==> src/design/rgbds_ram.sv <==
// ----------------------------------------------------------------------------
// rgbds_ram
// Simple dual-port RAM: one write port, one read port, registered read data
// (read-before-write on an address collision).
// ----------------------------------------------------------------------------
`default_nettype none

module rgbds_ram #(
  parameter int unsigned WIDTH = 8,
  parameter int unsigned DEPTH = 64
) (
  input  wire logic                     clk,
  input  wire logic                     we,
  input  wire logic [$clog2(DEPTH)-1:0] waddr,
  input  wire logic [WIDTH-1:0]         wdata,
  input  wire logic [$clog2(DEPTH)-1:0] raddr,
  output logic      [WIDTH-1:0]         rdata
);

  logic [WIDTH-1:0] mem [DEPTH];

  always_ff @(posedge clk) begin
    if (we) begin
      mem[waddr] <= wdata;
    end
    rdata <= mem[raddr];
  end

endmodule

`default_nettype wire

==> config.mk <==
export PLATFORM = sky130hd
export DESIGN_NAME = rgbds_ram
export DESIGN_NICKNAME = d
export VERILOG_FILES = /design/src/design/rgbds_ram.sv
export SDC_FILE = /design/constraint.sdc
export NUM_CORES = 1
export LEC_CHECK = 0
export BUFFER_PORTS_ARGS = -buffer_cell sky130_fd_sc_hd__buf_2
export CORE_ASPECT_RATIO = 0.7
export CORE_MARGIN = 5
export CORE_UTILIZATION = 28
export CTS_CLUSTER_SIZE = 30
export DETAILED_ROUTE_END_ITERATION = 7
export SLEW_MARGIN = 25
export SYNTH_ARGS = -nofsm -noshare
export SYNTH_HDL_FRONTEND = slang
export SYNTH_SLANG_ARGS = --single-unit
export TNS_END_PERCENT = 5
==> constraint.sdc <==
create_clock -name clk -period 2.5 [get_ports clk]
set_input_delay 0.25 -clock clk [delete_from_list [all_inputs] [get_ports clk]]
set_output_delay 0.25 -clock clk [all_outputs]
set_load 0.03 [all_outputs]
### Word level (Yosys, flattened, before mapping)

Memories as Yosys holds them, arrays and structs flattened. A register that Yosys moved wholly into a read port is not among the register bits.
Cells that the tools add are included.

| word-level totals | value |
|---|---|
| bits in registers | 0 |
| memory bits (writable) | 512 |
| input port bits | 22 |
| output and inout port bits | 8 |
| logic and storage cells | 3 |
| memories kept | 1 |

| operators by class | value |
|---|---|
| mux-type cells | 2 |

Memory list:

| memory | words | bits a word | rd ports | clocked after memory_dff | write ports | line | RTL |
|---|---|---|---|---|---|---|---|
| mem | 64 | 8 | 1 | 1 | 1 | 20 | `logic [WIDTH-1:0] mem [DEPTH];` |

Operator list:

| cell | number |
|---|---|
| two-way mux 1 bit | 2 |

### Logic depth before layout (Yosys ltp)

| depth | value |
|---|---|
| depth after elaboration | 2 |
| depth in mapped cells | 9 |
| depth with buffers taken out | 5 |

### Least setup slack after synthesis

Ideal clock, no wire load.

| path | value |
|---|---|
| path type | input -> register |
| start | in raddr[1] |
| end | reg rdata[3], read port of mem |
| library setup time | 0.128 ns |
| arrival | 1.790 ns |
| data required time | 2.372 ns |
| setup slack | 0.582 ns |
| stages on the path | 7 |
| buffers on the path | 3 |
| cell sequence | buf_4 -> buf_2 -> buf_2 -> mux4_2 -> mux4_2 -> o21ai_1 -> o41ai_1 |

RTL lines:

| element | line | RTL |
|---|---|---|
| start, declared | 16 | `input wire logic [$clog2(DEPTH)-1:0] raddr,` |
| end, declared | 17 | `output logic [WIDTH-1:0] rdata` |

==> results.yml <==
sta:
  max_freq_ghz: 0.503
  slew_headroom: 0.391
  fin_ws_ps: 514
  slew_violations: 0
  post-route-period-util: 0.795
  max_slew.worst_pin.slew_ps: 913
  fin_crit_ps: 1990
  tns_ps: 0
  hold_viol: 0
  rsz0062_at_grt: "no"
  setup_viol: 0
  fin_skew_ps: 21.8
final_layout:
  final_util: 0.333
  area_delta_synth_final_pct: 18.2
  fin_nets: 1119
  layout-drive-gt1-share: 0.328
  final_cells: 2099
  final_area_mm2: 0.0238
worst_setup_path:
  slowest_delay_ps: 460
  reg2reg_depth: 5
  end_kind: "flop"
  start_kind: "flop"
  setup.worst_path.class: "flop to flop"
  required_ps: 2960
  cp_max_fo: 1
  critPathArrivalTime_ps: 2440
  cp_slowest_cell: "mux4_2"
  path_cells: "mux4_2 > mux2_2 > o221a_2 > nor3_1 > o32ai_1"
clock_tree:
  htree_levels: 2
  clock_latency_ps: 580
  cts_inserted_buffers: 47
  cts_setup_buffers: 0
  cts.repair.resized: 0
  cts_buffer_depth: 3
  cts_sinks: 520
  root_buffer: "clkbuf_16"
  clk_pin_slew_ps: 70
  cts_tree: "yes"
  ctsHoldBuffers: 0
placement:
  dp_hpwl_um: 31500
  io_buffers: 29
  dpl_cell_area_mm2: 0.0223
  place_congestion: 0.808
  dp.cells: 2014
  place_ws_ps: 107
die:
  initial_core_util: 0.282
  coreArea_mm2: 0.0715
  dieArea_mm2: 0.0776
  die_h_um: 235
  num_io_pins: 30
  rows: 82
  die_w_um: 331
global_route:
  grt_pass1_wl_um: 71800
  antenna_found_initial: 5
  grt_max_degree: 65
  grt_pass1_vias: 10207
  gr-total-overflow: 0
  grtUsageTotal: 0.126
yosys:
  avgSynthCellArea_um2: 21.5
  yosysWarningCount: 0
  netlist.area_leader.share: 0.762
  async_flop_share: 0
  netlist_instances: 940
  synth_edf_count: 512
  synth.top_cells.by_count: "edfxtp_1 (512), mux4_2 (126), nor2_1 (83)"
  ys_seq_elements: 520
  syn-num-nets: 962
  synth.distinct_cells: 40
  ys_seq_area_frac: 0.770
  yosys-top-cells-area: "edfxtp_1 (76%), mux4_2 (14%), nor2_1 (1.5%)"
  syn-cell-area_mm2: 0.0202
  yosysMostFrequentCell: "edfxtp_1"
  synth-main-ff-cell: "edfxtp_1"
  synth_top_cell_by_area: "edfxtp_1"
route:
  drc: 0
  vias: 10061
  vias_per_cell: 4.79
  ant_nets: 0
  wl_per_cell_um: 23.3
  drt-initial-drc-count: 1202
  wl_um: 48900
  firstDrtPassIters: 5
power_and_ir_drop:
  power_frac_seq: 0.544
  switching_share: 0.214
  pwr-share-clk: 0.399
  irDropWorstVdd_uv: 431
  p_switching_mw: 3.82
  powerDensity_mw_per_mm2: 747
  pwr-share-comb: 0.057
  internal-power_mw: 14.0
  p_leak_nw: 7.53
outcome:
  status: "completed"
run:
  drv_cap: 0
hold_path:
  min_path_type: "input pin to flop"
  hold_depth: 3
[power by group through the flow]
stage | clock, mW | combinational, mW | sequential [mW]
2_1_floorplan | 0 | 0.514 | 9.88
3_3_place_gp | 0 | 0.992 | 9.88
3_5_place_dp | 0 | 1.01 | 9.88
4_1_cts | 7.25 | 1.01 | 9.69
5_1_grt | 7.64 | 1.07 | 9.69
6_report | 7.10 | 1.01 | 9.69
[routing by layer]
layer,routed length (µm),global-route usage
met5,14,0
met4,627,0.0234
met3,5240,0.0414
met2,19900,0.171
met1,23200,0.198
[sequential cells by signal, indices dropped and copies added (netlist names)]
register  flops
mem         512
rdata         8
[logic make-up after synthesis]
group | Yosys count | synth area share
buf+inv | 51 | 0.0157
compound gates | 54 | 0.0207
simple gates | 153 | 0.0339
mux | 162 | 0.159
flops | 520 | 0.770
[cells in the final DEF (no fill, tap or decap), types with 4 or more instances in the layout]
cell        netlist  routed
mux2_2           13      13
mux4_2          126     126
nand3_1          13      13
clkinvlp_4        0       4
buf_4            13     121
clkbuf_16         0      48
clkinv_2          0      12
nor3_1            7       7
clkinv_1          0       5
a211oi_1          4       4
mux2i_1          23      23
buf_2            11      26
buf_12            2      11
bufinv_16         0       4
nor2b_1          14      14
edfxtp_1        512     512
nand2b_1          7       7
nand2_1          19      19
a221oi_1          6       6
o22ai_1           8       8
nor2_1           83      83
o221ai_1          8       8
clkbuf_1         17       8
dfxtp_1           8       8
[path summary, 6_finish.rpt]
| check | endpoint | slack [ps] | startpoint |
|---|---|---|---|
| setup / recovery | rdata[4] | 510 | mem[24][4] |
| hold / removal | rdata[0] | 100 | raddr[5] |
| setup reg to reg | rdata[4] | 510 | mem[24][4] |
| hold reg to reg | rdata[6] | 840 | mem[31][6] |
[layout make-up]
cell class | instances | area, µm²
Antenna cell | 1 | 2.50
Fill cell | 6753 | 47700
Clock inverter | 28 | 270
Timing Repair Buffer | 159 | 1270
Tap cell | 966 | 1210
Multi-Input combinational cell | 369 | 4320
Clock buffer | 56 | 1230
Sequential cell | 520 | 15500
[per-stage QoR]
stage / power, mW / hold slack [ps]
3_3_place_gp: 10.9 / 671
6_report: 17.8 / 100
4_1_cts: 18.0 / 71.5
3_5_place_dp: 10.9 / 685
5_1_grt: 18.4 / 101
2_1_floorplan: 10.4 / 349
[critical path, delay by kind of cell (launching register included)]
kind | cells | cell delay [ps]
multiplexers | 2 | 770
AO/OA/AOI/OAI | 2 | 430
flip-flops | 1 | 380
AND/OR/NAND/NOR | 1 | 280
Power figures use the tool's default switching activity.
