===== src/design/rgbds_pkg.sv =====
// ----------------------------------------------------------------------------
// rgbds_pkg
// Shared payload types and fixed constants of the RGB block-average downscaler.
// ----------------------------------------------------------------------------
`default_nettype none

package rgbds_pkg;

  localparam int unsigned CFG_W      = 13;
  localparam int unsigned IDX_W      = 2;
  localparam int unsigned MAX_HEIGHT = 4096;

  localparam logic [IDX_W-1:0] REG_RES_LEVEL    = 2'd0;
  localparam logic [IDX_W-1:0] REG_IMAGE_WIDTH  = 2'd1;
  localparam logic [IDX_W-1:0] REG_IMAGE_HEIGHT = 2'd2;

  localparam logic [1:0] RES_DIV16 = 2'd1;
  localparam logic [1:0] RES_DIV64 = 2'd3;

  typedef struct packed {
    logic [7:0] red;
    logic [7:0] green;
    logic [7:0] blue;
  } pix_t;

  typedef struct packed {
    logic [7:0]  avg_red;
    logic [7:0]  avg_green;
    logic [7:0]  avg_blue;
    logic [5:0]  block_col;
    logic [11:0] block_row;
    logic        last_block;
  } res_t;

  typedef struct packed {
    logic [5:0]  block_col;
    logic [11:0] block_row;
    logic        last_block;
  } tag_t;

endpackage

`default_nettype wire


===== src/design/rgbds_div.sv =====
// ----------------------------------------------------------------------------
// rgbds_div
// Three-channel restoring divider, one quotient bit per cycle, with an output
// register that holds the finished word until the receiver takes it.
// ----------------------------------------------------------------------------
`default_nettype none

module rgbds_div #(
  parameter int unsigned SUM_W  = 24,
  parameter int unsigned AREA_W = 16
) (
  input  wire logic                 clk,
  input  wire logic                 rst_n,
  input  wire logic                 start,
  input  wire logic [SUM_W-1:0]     sum_red,
  input  wire logic [SUM_W-1:0]     sum_green,
  input  wire logic [SUM_W-1:0]     sum_blue,
  input  wire logic [AREA_W-1:0]    area,
  input  wire rgbds_pkg::tag_t      tag,
  output logic                      busy,
  output logic                      out_valid,
  input  wire logic                 out_ready,
  output rgbds_pkg::res_t           out_data
);

  import rgbds_pkg::*;

  logic [SUM_W-1:0] rem_r   [3];
  logic [SUM_W-1:0] rem_nxt [3];
  logic [7:0]       q_r     [3];
  logic [7:0]       q_nxt   [3];
  logic [2:0]       k_r;
  logic             run_r;
  logic             out_valid_r;
  tag_t             tag_r;
  res_t             out_r;
  logic [SUM_W-1:0] dsh;

  // Quotient never exceeds 255, so eight steps finish the division.
  always_comb begin
    dsh = SUM_W'(area) << k_r;
    for (int c = 0; c < 3; c++) begin
      if (rem_r[c] >= dsh) begin
        rem_nxt[c] = rem_r[c] - dsh;
        q_nxt[c]   = {q_r[c][6:0], 1'b1};
      end else begin
        rem_nxt[c] = rem_r[c];
        q_nxt[c]   = {q_r[c][6:0], 1'b0};
      end
    end
  end

  always_ff @(posedge clk) begin
    if (!rst_n) begin
      run_r       <= 1'b0;
      out_valid_r <= 1'b0;
      k_r         <= 3'd0;
    end else begin
      if (out_valid_r && out_ready) begin
        out_valid_r <= 1'b0;
      end
      if (start) begin
        run_r <= 1'b1;
        k_r   <= 3'd7;
      end else if (run_r) begin
        k_r <= k_r - 3'd1;
        if (k_r == 3'd0) begin
          run_r       <= 1'b0;
          out_valid_r <= 1'b1;
        end
      end
    end
  end

  always_ff @(posedge clk) begin
    if (start) begin
      rem_r[0] <= sum_red;
      rem_r[1] <= sum_green;
      rem_r[2] <= sum_blue;
      for (int c = 0; c < 3; c++) q_r[c] <= 8'd0;
      tag_r <= tag;
    end else if (run_r) begin
      for (int c = 0; c < 3; c++) begin
        rem_r[c] <= rem_nxt[c];
        q_r[c]   <= q_nxt[c];
      end
      if (k_r == 3'd0) begin
        out_r.avg_red    <= q_nxt[0];
        out_r.avg_green  <= q_nxt[1];
        out_r.avg_blue   <= q_nxt[2];
        out_r.block_col  <= tag_r.block_col;
        out_r.block_row  <= tag_r.block_row;
        out_r.last_block <= tag_r.last_block;
      end
    end
  end

  assign busy      = run_r | out_valid_r;
  assign out_valid = out_valid_r;
  assign out_data  = out_r;

endmodule

`default_nettype wire


===== config.mk =====
export PLATFORM = sky130hd
export DESIGN_NAME = rgbds_div
export DESIGN_NICKNAME = d
export VERILOG_FILES = /design/src/design/rgbds_pkg.sv /design/src/design/rgbds_div.sv
export SDC_FILE = /design/constraint.sdc
export NUM_CORES = 1
export LEC_CHECK = 0
export BUFFER_PORTS_ARGS = -buffer_cell sky130_fd_sc_hd__buf_4
export CAP_MARGIN = 20
export CORE_ASPECT_RATIO = 0.8
export CORE_MARGIN = 2
export CORE_UTILIZATION = 54
export DETAILED_ROUTE_END_ITERATION = 16
export GPL_ROUTABILITY_DRIVEN = 0
export GPL_TIMING_DRIVEN = 0
export PLACE_DENSITY = 0.74
export SETUP_SLACK_MARGIN = 0.4
export SYNTH_ARGS = -nofsm -noshare
export SYNTH_HDL_FRONTEND = slang
export SYNTH_SLANG_ARGS = --single-unit

===== constraint.sdc =====
create_clock -name clk -period 5.4 [get_ports clk]
set_clock_uncertainty 0.2 [all_clocks]
set_input_delay 0.81 -clock clk [delete_from_list [all_inputs] [get_ports clk]]
set_output_delay 0.81 -clock clk [all_outputs]
set_load 0.01 [all_outputs]

# [Word-level counts from Yosys, hierarchy flattened]
# Memory sizes are Yosys's and may differ from the RTL's.
# Index checks and enable logic that the tools add are counted.
[totals] memories=2 latch_bits=0 ff_bits=67 mem_bits_rw=96 inputBits=111 wordCells=60 rom_bits=0
[classes] reduce_logical=4 mul=0 n_mux=26 n_shift=1 div=0 n_bitwise=8 n_addsub=4 n_eq_ne=0 order_cmp=3
[memory_table] name="rem_r" words=3 word_bits=24 rd=3 rd_ports_with_merged_regs=0 wr=3 line="rgbds_div.sv:28" rtl="logic [SUM_W-1:0] rem_r [3];"
[memory_table] name="q_r" words=3 word_bits=8 rd=3 rd_ports_with_merged_regs=0 wr=3 line="rgbds_div.sv:30" rtl="logic [7:0] q_r [3];"
[ops] operator="2-to-1 mux 24 bit" count=6
[ops] operator=">= comparator 24 bit" count=3
[ops] operator="subtractor 24 bit" count=3
[ops] operator="2-to-1 mux 8 bit" count=3
[ops] operator="left shift 16 x 3 -> 24 bit" count=1
[ops] operator="2-to-1 mux 1 bit" count=15
[ops] operator="OR 1 bit" count=7
[ops] operator="2-to-1 mux 3 bit" count=2
[ops] operator="logical NOT 3 bit" count=1
[ops] operator="AND reduction 3 bit" count=1
[ops] operator="subtractor 3 x 1 -> 3 bit, second input constant" count=1
[ops] operator="nonzero test 2 bit" count=1
[ops] operator="logical AND 1 bit" count=1
[ops] operator="inverter 1 bit" count=1

# [Depth between registers and ports, before layout]
[depth] depth_word=5 mapped_depth=14 ltp_nobuf=12

# [Worst setup path after synthesis]
# Ideal clock, no wire load.
[synth_timing] kind="register to register" startpoint="register k_r[0] (netlist name)" endpoint="memory rem_r[0][0], enable pin" arrival_ns=4.110 path_buffers=3 slack_ns=0.677 synth_period_minus_slack_ns=4.723 stages_incl_launch_ff=12 path_cell_list="dfxtp_1 > clkbuf_1 > buf_2 > mux4_2 > mux2i_1 > ha_1 > clkbuf_1 > nand4_1 > a21o_1 > a211oi_2 > o2111ai_1 > a21oi_1"
[synth_lines] item="to (decl)" line="rgbds_div.sv:28"

==> results_dict.tcl <==
set metrics [dict create \
    status "completed" \
    synth_nets 1224 \
    clock-sinks 160 \
    setup_viol 0 \
    critPathMaxFanout 12 \
    num_vias 9102 \
    numCtsBuffers 17 \
    avgSynthCellArea_um2 10.2 \
    die_w_um 161 \
    seqPwrFrac 0.343 \
    drv_cap 0 \
    rsz0062_at_grt "no" \
    clk_pin_slew_ns 0.07 \
    grt_usage 0.284 \
    hold_viol 0 \
    ys.flop_type "edfxtp_1" \
    hold_ws_ns 0.219 \
    hold_path_class "register to register" \
    ys_seq_elements 160 \
    ios 156 \
    ant_nets 0 \
    dieArea_um2 20800 \
    min_period_ns 4.84 \
    slew_headroom 0.360 \
    grt-ovfl-total 0 \
    ys_warn_count 0 \
    hpwl_mm 22.1 \
    netSwitchingPower_mw 1.64 \
    cts_buffer_depth 2 \
    wirelength_mm 29.4 \
    drive_above_1_share 0.214 \
    grt_pass1_vias 8541 \
    worstSetupPathType "register to register" \
    grtUsageMet3 0.0602 \
    antennaDiodeCount 0 \
    first_pass_iters 8 \
    finalSetupTns_ns 0 \
    first_iter_violations 753 \
    clk_latency_ns 0.44 \
    slew_viol_final 0 \
    grt_start_max_net_pins 24 \
    tightestPinTransition_ns 0.956 \
    end_kind "register" \
    antenna_found_initial 1 \
    fin_crit_sh 0.896 \
    wl_per_cell_um 19.7 \
    nNetsFinal 1409 \
    intPower_mw 2.89 \
    met1_usage 0.398 \
    clk_root_buffer_cell "clkbuf_16" \
    cts_htree_levels 4 \
    arrival_ns 4.70 \
    fmax_mhz 207 \
    swShare 0.362 \
    cellLeakagePower_nw 5.20 \
    synth_cell_types 81 \
    core_region_area_um2 19100 \
    top_usage_layer "met2" \
    ys_seq_area_frac 0.448 \
    drc 0 \
    power_frac_comb 0.383 \
    areaGrowthSynthToFinish_pct 21.8 \
    viasPerCell 6.10 \
    critPathRequiredTime_ns 5.27 \
    die_h_um 129 \
    cp-start-kind "register" \
    num_rows 45 \
    synth-edff-count 155 \
    synth_area_um2 10600 \
    synthCells 1036 \
    met2_usage 0.447 \
    async_flop_share 0 \
    power_frac_clock 0.275 \
    power.density_nw_per_um2 351 \
    cts_tree "built" \
    portBuffers 155 \
    grt_pass1_wl_mm 45.2 \
    max-vdd-ir-drop_uv 176 \
    start_util 0.554 \
]
## power groups by stage
| stage | clock network [mW] | registers [mW] | logic [mW] |
|---|---|---|---|
| 6_report | 1.25 | 1.56 | 1.74 |
| 3_5_place_dp | 0 | 1.58 | 1.65 |
| 4_1_cts | 1.26 | 1.55 | 1.68 |
| 2_1_floorplan | 0 | 1.57 | 1.23 |
| 3_3_place_gp | 0 | 1.58 | 1.62 |
| 5_1_grt | 1.31 | 1.56 | 1.90 |
## worst max-delay path, cell delays in order, from the launching register on
cell and delay [ns]:
dfxtp_1 0.31, clkbuf_1 0.28, buf_2 0.32, mux4_2 0.57, mux2i_1 0.60, ha_1 0.32
nand2_1 0.14, nor3_1 0.30, o211ai_2 0.26, a21oi_1 0.38, o211ai_1 0.16, buf_4 0.17
a21oi_4 0.44
## routing by layer
layer  vias to the layer above  wire length (um)
met5                         -                 0
li1                       4328                 -
met1                      4305             12900
met3                        44              2710
met2                       425             13200
met4                         0               552
## timing repair
| item | in CTS | in global routing |
|---|---|---|
| gates resized for setup | 2 | 13 |
| hold buffers | 0 | 0 |
| setup buffers | 2 | 4 |
| cloned | 1 | 0 |
| setup endpoints to repair | 48 | 72 |
| pin swaps | 1 | 2 |
## placed cells by master (no fill, tap or decap), types with 14 or more instances in the layout
cell type	synthesis	layout
a21oi_1	86	84
ha_1	74	74
nand2b_1	14	14
a211oi_1	15	15
xor2_1	15	15
edfxtp_1	155	155
o21ai_0	69	69
nor2_1	50	49
nand2_1	129	129
nand4_1	23	23
buf_4	1	161
nand3_1	23	23
nor3_1	25	25
clkbuf_1	27	27
a21o_1	26	26
mux2i_1	22	14
o21a_1	19	19
inv_1	27	27
xnor2_1	21	21
clkbuf_16	0	17
and2_1	22	22
o31ai_1	14	14
## final timing paths
path | from | end | depth (start not counted) | slack [ns]
min reg2reg | q_r[0][6] | out_data[42] | 0 | 0.22
max | k_r[0] | rem_r[0][69] | 12 | 0.56
min | q_r[0][6] | out_data[42] | 0 | 0.22
max reg2reg | k_r[0] | rem_r[0][69] | 12 | 0.56
## synthesized netlist by cell type (all sizes together) (3+ instances only)
cell type	count	area (um^2)
o31ai	15	118
a22oi	3	22.5
and2	22	138
o21ai	75	387
a2111oi	8	120
nor2	50	188
a21o	26	195
dfxtp	5	100
ha	74	926
nor3	25	125
or3	4	30.0
nand2b	14	87.6
mux2i	22	220
buf	22	149
o211ai	14	110
nor2b	11	68.8
o2111ai	4	35.0
edfxtp	155	4650
nand2	129	484
nand4	24	165
xor2	15	131
a211oi	18	150
mux4	7	158
or4	3	22.5
o21a	20	151
a21boi	4	30.0
nor4	4	25.0
xnor2	21	184
mux2	3	33.8
o21bai	6	48.8
or2	3	18.8
o311ai	6	52.6
inv	27	101
clkbuf	29	111
a31oi	6	52.6
fa	3	60.1
and3	12	76.3
nand3b	4	30.0
nand3	23	115
a21oi	86	430
a211o	8	71.3
## flip-flops by register name (all words and copies together) (netlist names)
name,flops
k_r,3
out_data,43
out_valid,1
q_r,21
rem_r,72
run_r,1
tag_r,19
## metrics by stage
step | utilization | total power, mW | instance area [um^2] | worst slack (ns) | std cells
after floorplan | - | 2.80 | 10600 | 0.677 | 1036
after global placement | 0.632 | 3.19 | 12100 | -0.795 | 1449
after detailed placement | 0.637 | 3.23 | 12200 | 0.223 | 1452
after CTS | 0.670 | 4.49 | 12800 | 0.405 | 1487
after global routing | 0.675 | 4.78 | 12900 | 0.406 | 1492
final | 0.675 | 4.54 | 12900 | 0.563 | 1492
## logic make-up (layout without fill, tap and decap cells)
group,after synthesis,count (layout),share of synthesized area
mux,32,32,0.0388
xor+xnor,36,36,0.0297
compound gates,318,319,0.203
simple gates,334,334,0.153
flops,160,160,0.448
buf+inv,79,276,0.0344
fa+ha+maj,77,77,0.0929
## area by class of cell
type	count	area (um^2)
fill	1543	6220
multi-input combinational	798	5580
sequential	160	4750
timing repair buffer	165	1300
clock buffer	18	429
tap	258	323
buffer	51	263
clock inverter	14	175
inverter	28	105
(Power assumes the default switching activity.)
